--- config.mk ---
export PLATFORM = sky130hd
export DESIGN_NAME = length_prefixed_message_deframer_top
export DESIGN_NICKNAME = d
export VERILOG_FILES = /design/src/rtl/lpmd_pkg.sv /design/src/rtl/lpmd_parser.sv /design/src/rtl/lpmd_outbuf.sv /design/src/rtl/length_prefixed_message_deframer_top.sv
export SDC_FILE = /design/constraint.sdc
export NUM_CORES = 1
export LEC_CHECK = 0
export ABC_AREA = 0
export BUFFER_PORTS_ARGS = -buffer_cell sky130_fd_sc_hd__buf_4
export CELL_PAD_IN_SITES_DETAIL_PLACEMENT = 2
export CELL_PAD_IN_SITES_GLOBAL_PLACEMENT = 2
export CORE_MARGIN = 2
export CORE_UTILIZATION = 41
export DETAILED_ROUTE_END_ITERATION = 10
export PLACE_DENSITY_LB_ADDON = 0.1
export SLEW_MARGIN = 0
export SYNTH_ARGS = -nofsm -noshare
export SYNTH_HDL_FRONTEND = slang
export SYNTH_SLANG_ARGS = --single-unit
--- constraint.sdc ---
create_clock -name clk -period 7.5 [get_ports clk]
set_input_delay 1.5 -clock clk [delete_from_list [all_inputs] [get_ports clk]]
set_output_delay 1.5 -clock clk [all_outputs]
set_load 0.02 [all_outputs]
--- src/rtl/lpmd_pkg.sv ---
// Shared types and constants for the length-prefixed message deframer.
package lpmd_pkg;

  // Default header size in bytes.
  localparam int HEADER_BYTES_DEF = 10;

  // Header byte positions that carry decoded fields (sync, type, length, tail).
  localparam int FIELD_BYTES = 10;

  // Configuration register indexes.
  localparam logic CFG_SYNC_BYTE = 1'b0;
  localparam logic CFG_MAX_LENGTH = 1'b1;

  // Reset value of the maximum message length register.
  localparam logic [30:0] MAX_LENGTH_RESET = 31'd65536;

  // Result kinds.
  typedef enum logic [1:0] {
    KIND_HEADER = 2'd0,
    KIND_BODY   = 2'd1,
    KIND_ERROR  = 2'd2
  } kind_t;

  // Parser phases.
  typedef enum logic [1:0] {
    PH_HEADER  = 2'd0,
    PH_BODY    = 2'd1,
    PH_DISCARD = 2'd2
  } phase_t;

  // One result word as it travels from the parser to the output buffer.
  typedef struct packed {
    kind_t       kind;
    logic [7:0]  message_type;
    logic [31:0] message_length;
    logic [31:0] header_tail;
    logic [7:0]  body_byte;
    logic        last;
  } result_t;

endpackage

--- src/rtl/lpmd_parser.sv ---
// Header collection, header check and body counting for the deframer.
module lpmd_parser #(
  parameter int HEADER_BYTES = lpmd_pkg::HEADER_BYTES_DEF
) (
  input  logic                clk,
  input  logic                rst,
  input  logic                cfg_we,
  input  logic                cfg_index,
  input  logic [30:0]         cfg_data,
  input  logic                step,
  input  logic [7:0]          data_byte,
  input  logic                chunk_last,
  output logic                res_valid,
  output lpmd_pkg::result_t   res
);

  localparam int CW = $clog2(HEADER_BYTES);

  // Configuration registers.
  logic [7:0]  sync_byte;
  logic [30:0] max_message_length;

  // Parser state.
  lpmd_pkg::phase_t phase, phase_next;
  logic [CW-1:0]    header_count, header_count_next;
  logic [31:0]      bytes_remaining, bytes_remaining_next;
  logic [7:0]       header_store [HEADER_BYTES];
  logic             store_we;

  // Header bytes as seen on the completing word; bytes past the header read as zero.
  logic [7:0]  hdr [lpmd_pkg::FIELD_BYTES];
  logic [31:0] len;
  logic [31:0] tail;
  logic [31:0] rem_dec;
  logic        hdr_done;
  logic        hdr_ok;

  for (genvar i = 0; i < lpmd_pkg::FIELD_BYTES; i++) begin : g_hdr
    if (i < HEADER_BYTES - 1) begin : g_stored
      assign hdr[i] = header_store[i];
    end else if (i == HEADER_BYTES - 1) begin : g_incoming
      assign hdr[i] = data_byte;
    end else begin : g_beyond
      assign hdr[i] = 8'd0;
    end
  end

  assign len  = {hdr[5], hdr[4], hdr[3], hdr[2]};
  assign tail = {hdr[9], hdr[8], hdr[7], hdr[6]};
  assign rem_dec = bytes_remaining - 32'd1;
  assign hdr_done = (header_count == CW'(HEADER_BYTES - 1));
  assign hdr_ok = (hdr[0] == sync_byte) && (len <= {1'b0, max_message_length}) &&
                  (len >= 32'(HEADER_BYTES));

  // Configuration writes.
  always_ff @(posedge clk) begin
    if (rst) begin
      sync_byte <= 8'd0;
      max_message_length <= lpmd_pkg::MAX_LENGTH_RESET;
    end else if (cfg_we) begin
      unique case (cfg_index)
        lpmd_pkg::CFG_SYNC_BYTE:  sync_byte <= cfg_data[7:0];
        lpmd_pkg::CFG_MAX_LENGTH: max_message_length <= cfg_data;
        default: ;
      endcase
    end
  end

  // State registers.
  always_ff @(posedge clk) begin
    if (rst) begin
      phase <= lpmd_pkg::PH_HEADER;
      header_count <= '0;
      bytes_remaining <= 32'd0;
    end else if (step) begin
      phase <= phase_next;
      header_count <= header_count_next;
      bytes_remaining <= bytes_remaining_next;
    end
  end

  // Header store: written at the current fill position.
  always_ff @(posedge clk) begin
    if (store_we) begin
      header_store[header_count] <= data_byte;
    end
  end

  // Next state and the result for the current word.
  always_comb begin
    phase_next = phase;
    header_count_next = header_count;
    bytes_remaining_next = bytes_remaining;
    store_we = 1'b0;
    res_valid = 1'b0;
    res = '0;
    unique case (phase)
      lpmd_pkg::PH_DISCARD: begin
        if (chunk_last) begin
          phase_next = lpmd_pkg::PH_HEADER;
          header_count_next = '0;
        end
      end
      lpmd_pkg::PH_BODY: begin
        res_valid = step;
        res.kind = lpmd_pkg::KIND_BODY;
        res.body_byte = data_byte;
        res.last = (rem_dec == 32'd0);
        bytes_remaining_next = rem_dec;
        if (rem_dec == 32'd0) begin
          phase_next = lpmd_pkg::PH_HEADER;
        end
      end
      default: begin
        // Collecting header bytes; the unused phase code behaves the same.
        phase_next = lpmd_pkg::PH_HEADER;
        if (!hdr_done) begin
          store_we = step;
          header_count_next = header_count + CW'(1);
        end else begin
          header_count_next = '0;
          res_valid = step;
          res.message_type = hdr[1];
          res.message_length = len;
          res.header_tail = tail;
          if (!hdr_ok) begin
            res.kind = lpmd_pkg::KIND_ERROR;
            phase_next = chunk_last ? lpmd_pkg::PH_HEADER : lpmd_pkg::PH_DISCARD;
          end else begin
            res.kind = lpmd_pkg::KIND_HEADER;
            bytes_remaining_next = len - 32'(HEADER_BYTES);
            res.last = (len == 32'(HEADER_BYTES));
            phase_next = res.last ? lpmd_pkg::PH_HEADER : lpmd_pkg::PH_BODY;
          end
        end
      end
    endcase
  end

endmodule

--- src/rtl/lpmd_outbuf.sv ---
// Two-entry result buffer that decouples the output stall from the input side.
module lpmd_outbuf (
  input  logic              clk,
  input  logic              rst,
  input  logic              push,
  input  lpmd_pkg::result_t push_data,
  output logic              full,
  output logic              out_valid,
  input  logic              out_stall,
  output lpmd_pkg::result_t head
);

  lpmd_pkg::result_t ent0, ent1;
  logic [1:0]        count;
  logic              pop;

  assign out_valid = (count != 2'd0);
  assign pop = out_valid && !out_stall;
  assign full = (count == 2'd2);
  assign head = ent0;

  // Occupancy count.
  always_ff @(posedge clk) begin
    if (rst) begin
      count <= 2'd0;
    end else begin
      count <= count + {1'b0, push} - {1'b0, pop};
    end
  end

  // Entry data: entry 0 is always the oldest word.
  always_ff @(posedge clk) begin
    if (pop) begin
      if (push && count == 2'd1) begin
        ent0 <= push_data;
      end else begin
        ent0 <= ent1;
      end
      if (push && count == 2'd2) begin
        ent1 <= push_data;
      end
    end else if (push) begin
      if (count == 2'd0) begin
        ent0 <= push_data;
      end else begin
        ent1 <= push_data;
      end
    end
  end

endmodule

--- src/rtl/length_prefixed_message_deframer_top.sv ---
// Top level of the length-prefixed message deframer.
//
// The deframer takes one stream byte per clock cycle while not stalled and splits
// the stream into messages of a header of HEADER_BYTES bytes followed by a body.
// Each byte is handled by one pass of compare and counter logic, and its result
// (header, body byte or header error) is in the output buffer on the next cycle.
// A two-word output buffer lets input bytes keep flowing while one result waits;
// the input stalls only when both buffer entries are occupied. Configuration
// registers should be written only while no message traffic is in flight.
module length_prefixed_message_deframer_top #(
  parameter int HEADER_BYTES = lpmd_pkg::HEADER_BYTES_DEF
) (
  input  logic        clk,
  input  logic        rst,
  input  logic        cfg_we,
  input  logic        cfg_index,
  input  logic [30:0] cfg_data,
  input  logic        in_valid,
  output logic        in_stall,
  input  logic [7:0]  data_byte,
  input  logic        chunk_last,
  output logic        out_valid,
  input  logic        out_stall,
  output logic [1:0]  kind,
  output logic [7:0]  message_type,
  output logic [31:0] message_length,
  output logic [31:0] header_tail,
  output logic [7:0]  body_byte,
  output logic        last
);

  logic              step;
  logic              res_valid;
  lpmd_pkg::result_t res;
  lpmd_pkg::result_t head;
  logic              full;

  assign in_stall = full;
  assign step = in_valid && !full;

  // Per-byte parsing.
  lpmd_parser #(
    .HEADER_BYTES(HEADER_BYTES)
  ) u_parser (
    .clk       (clk),
    .rst       (rst),
    .cfg_we    (cfg_we),
    .cfg_index (cfg_index),
    .cfg_data  (cfg_data),
    .step      (step),
    .data_byte (data_byte),
    .chunk_last(chunk_last),
    .res_valid (res_valid),
    .res       (res)
  );

  // Result buffering toward the output channel.
  lpmd_outbuf u_outbuf (
    .clk      (clk),
    .rst      (rst),
    .push     (res_valid),
    .push_data(res),
    .full     (full),
    .out_valid(out_valid),
    .out_stall(out_stall),
    .head     (head)
  );

  assign kind = head.kind;
  assign message_type = head.message_type;
  assign message_length = head.message_length;
  assign header_tail = head.header_tail;
  assign body_byte = head.body_byte;
  assign last = head.last;

endmodule
### Yosys cells after proc, flatten, opt, wreduce, memory -nomap -nowiden

Memories as Yosys holds them, arrays and structs flattened.
Cells that the tools add are included.

* register bits: 245
* bits in latches: 0
* RAM bits: 80
* memory bits (read-only): 0
* bits of input ports: 46
* output and inout bits: 85
* logic and storage cells: 98
* memories: 1

Memory list
* u_parser.header_store: words 10, bits a word 8, read ports 9, clocked after Yosys merged registers in 0, write ports 1, line lpmd_parser.sv:27 `logic [7:0] header_store [HEADER_BYTES];`

* add/sub/neg operators: 5
* multipliers: 0
* div/mod/pow operators: 0
* order comparisons: 2
* equality and inequality tests: 11
* shift-type cells: 0
* muxes and demuxes: 35
* bitwise logic cells: 3
* reduce and logical (&&, ||, !) cells: 23

Operator list (count)
* $mux 83: 8
* $mux 74: 1
* $mux 72: 1
* $mux 32: 2
* $pmux 32 s2: 1
* $eq 32x4->1 const B: 1
* $ge 32x4->1 const B: 1
* $le 32x31->1: 1
* $logic_not 32->1: 1
* $sub 32x1->32 const B: 1
* $sub 32x4->32 const B: 1
* $mux 2: 6
* $reduce_bool 2->1: 5
* $reduce_and 3->1: 3
* $eq 8x8->1: 1
* $mux 1: 8
* $mux 4: 2
* $mux 8: 1
* $pmux 2 s2: 2
* $pmux 4 s2: 1
* $logic_and 1x1->1: 6
* $reduce_and 2->1: 3
* $add 4x1->4 const B: 1
* $eq 2x1->1 const B: 2
* 12 further kinds: 19

### Logic depth before layout (Yosys ltp)

An unclocked memory read counts as a cell.

* word-level depth: 10
* depth in mapped cells: 12
* mapped depth without buffers: 11

### Modules after synthesis

A second synthesis with hierarchy kept.

* cell total of the unflattened synthesis: 1232
* area total of the unflattened synthesis: 14896.8 um^2

Modules (own cells, without submodules)
* lpmd_parser: times used 1, cells each 955, area an instance 8408.1 um^2
* lpmd_outbuf: times used 1, cells each 276, area an instance 6475.0 um^2
* length_prefixed_message_deframer_top: times used 1, cells each 1, area an instance 13.8 um^2

### Least setup slack after synthesis

Ideal clock, no wire load.

* kind: input-to-reg
* start point: input port in_valid
* end point: register u_outbuf.ent0 (netlist bit u_outbuf.head[0]) (enable)
* setup time: 0.542 ns
* arrival: 5.600 ns
* data required time: 6.958 ns
* slack: 1.359 ns
* cell stages on the path: 3
* path through: nand2_1 o21bai_1 o21bai_1

* word-level cells in the longest chain between the ends: 5

Ends and longest elaborated chain
* start: declaration: line length_prefixed_message_deframer_top.sv:18 `input logic in_valid,`
* $logic_and 1x1->1 (*): line length_prefixed_message_deframer_top.sv:39 `assign step = in_valid && !full;`
* $mux 1: line lpmd_parser.sv:117 `if (!hdr_done) begin`
* $pmux 1 s2 (*): line lpmd_parser.sv:97 `unique case (phase)`
* $reduce_bool 2->1 (no source line) (*)
* $reduce_and 2->1 (no source line) (*)
* end signal: assignment: line lpmd_outbuf.sv:35 `ent0 <= push_data;`
* end signal: assignment: line lpmd_outbuf.sv:37 `ent0 <= ent1;`
* end signal: assignment: line lpmd_outbuf.sv:44 `ent0 <= push_data;`
* end: declaration: line lpmd_outbuf.sv:13 `lpmd_pkg::result_t ent0, ent1;`

Mark *: on every way between the ends. The rest lies on a longest branch, timed or not.
A chain may end at the register's enable or synchronous reset.

### Worst setup path in the final report

* start point: register u_parser.phase[0]
* end point: register u_outbuf.ent0 (netlist bit u_outbuf.head[23]) (data pin)

* word-level cells in the longest chain between the ends: 6

Ends and longest elaborated chain
* start: declaration: line lpmd_parser.sv:24 `lpmd_pkg::phase_t phase, phase_next;`
* start signal: assignment: line lpmd_parser.sv:72 `phase <= lpmd_pkg::PH_HEADER;`
* start signal: assignment: line lpmd_parser.sv:76 `phase <= phase_next;`
* $eq 2x2->1 / $eq 2x1->1 (equally long branches): line lpmd_parser.sv:97
* $reduce_or 2->1 (no source line)
* $mux 72: line lpmd_parser.sv:97
* $mux 83: line lpmd_outbuf.sv:43 `if (count == 2'd0) begin`
* $mux 83: line lpmd_outbuf.sv:42 `end else if (push) begin`
* $mux 83 (*): line lpmd_outbuf.sv:33 `if (pop) begin`

Mark *: on every way between the ends. The rest lies on a longest branch, timed or not. The select of a mux whose other input is x is not followed.

==> impl_results.md <==
* Layout cells sized above 1 at 0.220
* Post-synthesis simple-gate area fraction at 0.154
* Post-cts gate resize count at 0
* Max stage delay on crit path at 770 ps
* Leak at 6.77 nW
* Core Area at 35600 sq um
* Global route total overflow at 0
* Library cells used by synthesis at 79
* Clock Tree Root: clkbuf_16
* Detailed placement HPWL at 33900 um
* Pwr per Cell Area at 265 nW/um^2
* ANT cells at 0
* Max-slew headroom at 0.238
* Initial antenna violation count at 1
* Flop and latch count out of synthesis at 317
* Post-route antenna net violation count at 0
* Layout area overhead at 17.7%
* Top-Level Pins at 131
* Drt drc at 0
* Xor/xnor share of the synthesized area at 0.0242
* Layout Nets at 1460
* Largest family of logic cells by synthesized area: simple AND/OR/NAND/NOR gates
* H-tree Lvls at 2
* CP startpoint kind: register
* Highest-delay cell along the critical path: buf_4
* Register area share after synthesis at 0.588
* Setup-failing EPs final at 0
* Die W at 194 um
* Die H at 194 um
* Met3 GRT Util at 0.0284
* Clock Path Buffers at 3
* CTS Hold Buffers Added at 0
* Worst setup EP type: register
* Mapped Avg Cell Area at 11.7 sq um
* Clk_skew at 21.7 ps
* DRT iter0 DRCs at 704
* GPL Wtd Cong at 0.837
* Hold crit path type: register to register
* YS warnings at 0
* Met2 Use GR at 0.465
* Met1 track demand over resource at 0.362
* Post-synth EDFFs at 238
* Max Freq at 0.230 GHz
* Final period utilization at 0.579
* Vias/cell at 5.89
* Netlist Area Pre-Place at 14800 sq um
* Final hold vios at 0
* First-pass GRT wire length at 77400 um
* Gr busiest metal: met2
* Number of port buffers at 130
* Worst path arrival time at 4620 ps
* Post-synth top flop: edfxtp_1
* # clock sinks at 317
* Avg WL per Cell at 27.7 um
* Status: finished clean
* CP top delay family: buffers and inverters
* Compound-gate portion of the synthesized area at 0.0951
* Mapped Cells at 1268
* WP buf/inv at 3
* Synthesized Nets at 1352
* Max-slew violations at 0
* CP Cell Sequence: inv_1 > ha_1 > buf_4 > nor2_1 > o21bai_1 > a21oi_1 > nor2_4 > buf_4 > mux2_2
* Clk Latency, worst-skew pair at 540 ps
* Total power at 4.62 mW
* Total Die Area at 37700 sq um
* RSZ-0062 raised after global routing: false
* Slew at the pin closest to its max-slew limit at 1140 ps
* Largest net degree at the start of global routing at 75
* Max Cap Viol at 0
* # rows at 69
* Setup CP Type: register to register
* Vias at 11000
* Final min period at 4340 ps
* First drt pass iteration count at 5
* TritonCTS clock tree: built
* Via count of the first global-routing pass at 11900
* Crit path top cell by count: buf_4
* Postcts setup bufs at 0
* Adder-cell share of the synthesized area at 0.0321
* Tot GR Track Use at 0.271
* Ys async rst share at 0
* Worst VDD drop at 0.177 mV
* Starting Density at 0.417
* Fill count at 3508
* WL final at 51600 um
* CP max FO at 72
* WP data required at 7780 ps
* Mux cell area share after synthesis at 0.0705
* CTS buffer count at 37
* Clk slew on worst S/H paths at 70 ps
* Setup TNS at 0 ps
[worst reg2reg max path, delay by kind of cell (launching register included)]
family                   cells  cell delay, ps
buffers and inverters        3            1400
AND/OR/NAND/NOR              2             840
AO/OA/AOI/OAI                2             620
multiplexers                 1             550
flip-flops                   1             370
adder cells (fa/ha/maj)      1             320
[layer usage]
layer / vias up / wire (um)
met2: 318 / 25700
met5: - / 0
met1: 5662 / 22300
li1: 4926 / -
met3: 86 / 2120
met4: 0 / 1500
[power by group]
group	total, mW	switching [mW]	leakage, nW	internal (mW)
combinational	0.653	0.411	3.22	0.243
clock	1.87	0.764	0.592	1.10
sequential	2.10	0.0694	2.96	2.03
[synth_stat cells (all sizes together), types with 4 or more instances]
cell type  count  share of area
mux2i         10         0.0067
a211oi         5         0.0029
o31ai          8         0.0050
a21o           4         0.0020
nand2        123          0.032
o21ai         32          0.011
or3           16         0.0067
o221ai         6         0.0035
inv           53          0.013
a21oi         74          0.025
o21a           6         0.0030
o211ai         6         0.0030
a2bb2oi        4         0.0024
a221oi         5         0.0046
and2          13         0.0055
edfxtp       238           0.48
nor2b         12         0.0051
ha            38          0.032
o32ai         11         0.0065
xnor2         25          0.015
nor3          22         0.0078
nor2          71          0.018
and3          70          0.030
nand4         19         0.0080
a32o           5         0.0034
nor4          23          0.010
a31oi          8         0.0034
clkbuf        59          0.015
nand2b         7         0.0030
mux2          84          0.064
or2            5         0.0021
or4b           4         0.0027
dfxtp         79           0.11
or4            9         0.0048
xor2          16         0.0094
nand3         25         0.0084
o22ai          8         0.0034
buf           20         0.0073
a22oi          4         0.0020
[through the flow]
stage	hold WS (ps)	setup WS, ps	instances	instance area, sq um	util
2_1_floorplan	436	1360	1268	14800	-
3_3_place_gp	446	3330	1798	16200	0.457
3_5_place_dp	453	3220	1798	16200	0.457
4_1_cts	461	3180	1866	17500	0.491
5_1_grt	475	2900	1866	17500	0.491
6_report	455	3160	1866	17500	0.491
[layout make-up]
class | instances | area, sq um | area share
timing repair buffer | 148 | 1110 | 0.0636
sequential | 317 | 8730 | 0.500
clock buffer | 48 | 977 | 0.0560
clock inverter | 20 | 245 | 0.0140
tap | 461 | 577 | 0.0330
inverter | 55 | 206 | 0.0118
multi-input combinational | 817 | 5620 | 0.322
[state kept, by name (all words and copies together), names as in the netlist]
name and cells:
u_outbuf.count 2, u_parser.max_message_length 31, u_parser.bytes_remaining 32, u_parser.phase 2
u_parser.header_store 72, u_outbuf.ent1 83, u_parser.sync_byte 8, u_outbuf.head 83
u_parser.header_count 4
[final timing paths]
path                                                 startpoint                         endpoint  slack, ps  cells past startpoint
worst max-delay path                          u_parser.phase[0]                u_outbuf.head[23]       3160                      9
worst min-delay path            u_parser.max_message_length[28]  u_parser.max_message_length[28]        450                      2
worst max register to register                u_parser.phase[0]                u_outbuf.head[23]       3160                      9
worst min register to register  u_parser.max_message_length[28]  u_parser.max_message_length[28]        450                      2
[placed cells by master (no fill, tap or decap), drive strengths merged, types with 5 or more instances in the layout]
| master | instances |
|---|---|
| a211oi | 5 |
| a21oi | 74 |
| a221oi | 5 |
| a31oi | 8 |
| a32o | 5 |
| and2 | 13 |
| and3 | 70 |
| buf | 148 |
| bufinv | 5 |
| clkbuf | 48 |
| clkinv | 12 |
| dfxtp | 79 |
| edfxtp | 238 |
| ha | 38 |
| inv | 57 |
| mux2 | 84 |
| mux2i | 10 |
| nand2 | 123 |
| nand2b | 7 |
| nand3 | 25 |
| nand4 | 19 |
| nor2 | 71 |
| nor2b | 12 |
| nor3 | 22 |
| nor4 | 23 |
| o211ai | 6 |
| o21a | 6 |
| o21ai | 32 |
| o221ai | 6 |
| o22ai | 8 |
| o31ai | 8 |
| o32ai | 11 |
| or2 | 5 |
| or3 | 16 |
| or4 | 9 |
| xnor2 | 25 |
| xor2 | 16 |
[kinds of logic (layout without fill, tap and decap cells)]
group                      after synthesis  after routing
DFF                                    317            317
xor gates and xnor gates                41             41
and+or+nand+nor                        435            435
AOI/OAI and AO/OA                      209            209
buffers and inverters                  134            271
muxes                                   94             94
adders and majority gates               38             38
No activity file was read; power rests on OpenSTA's default activity.
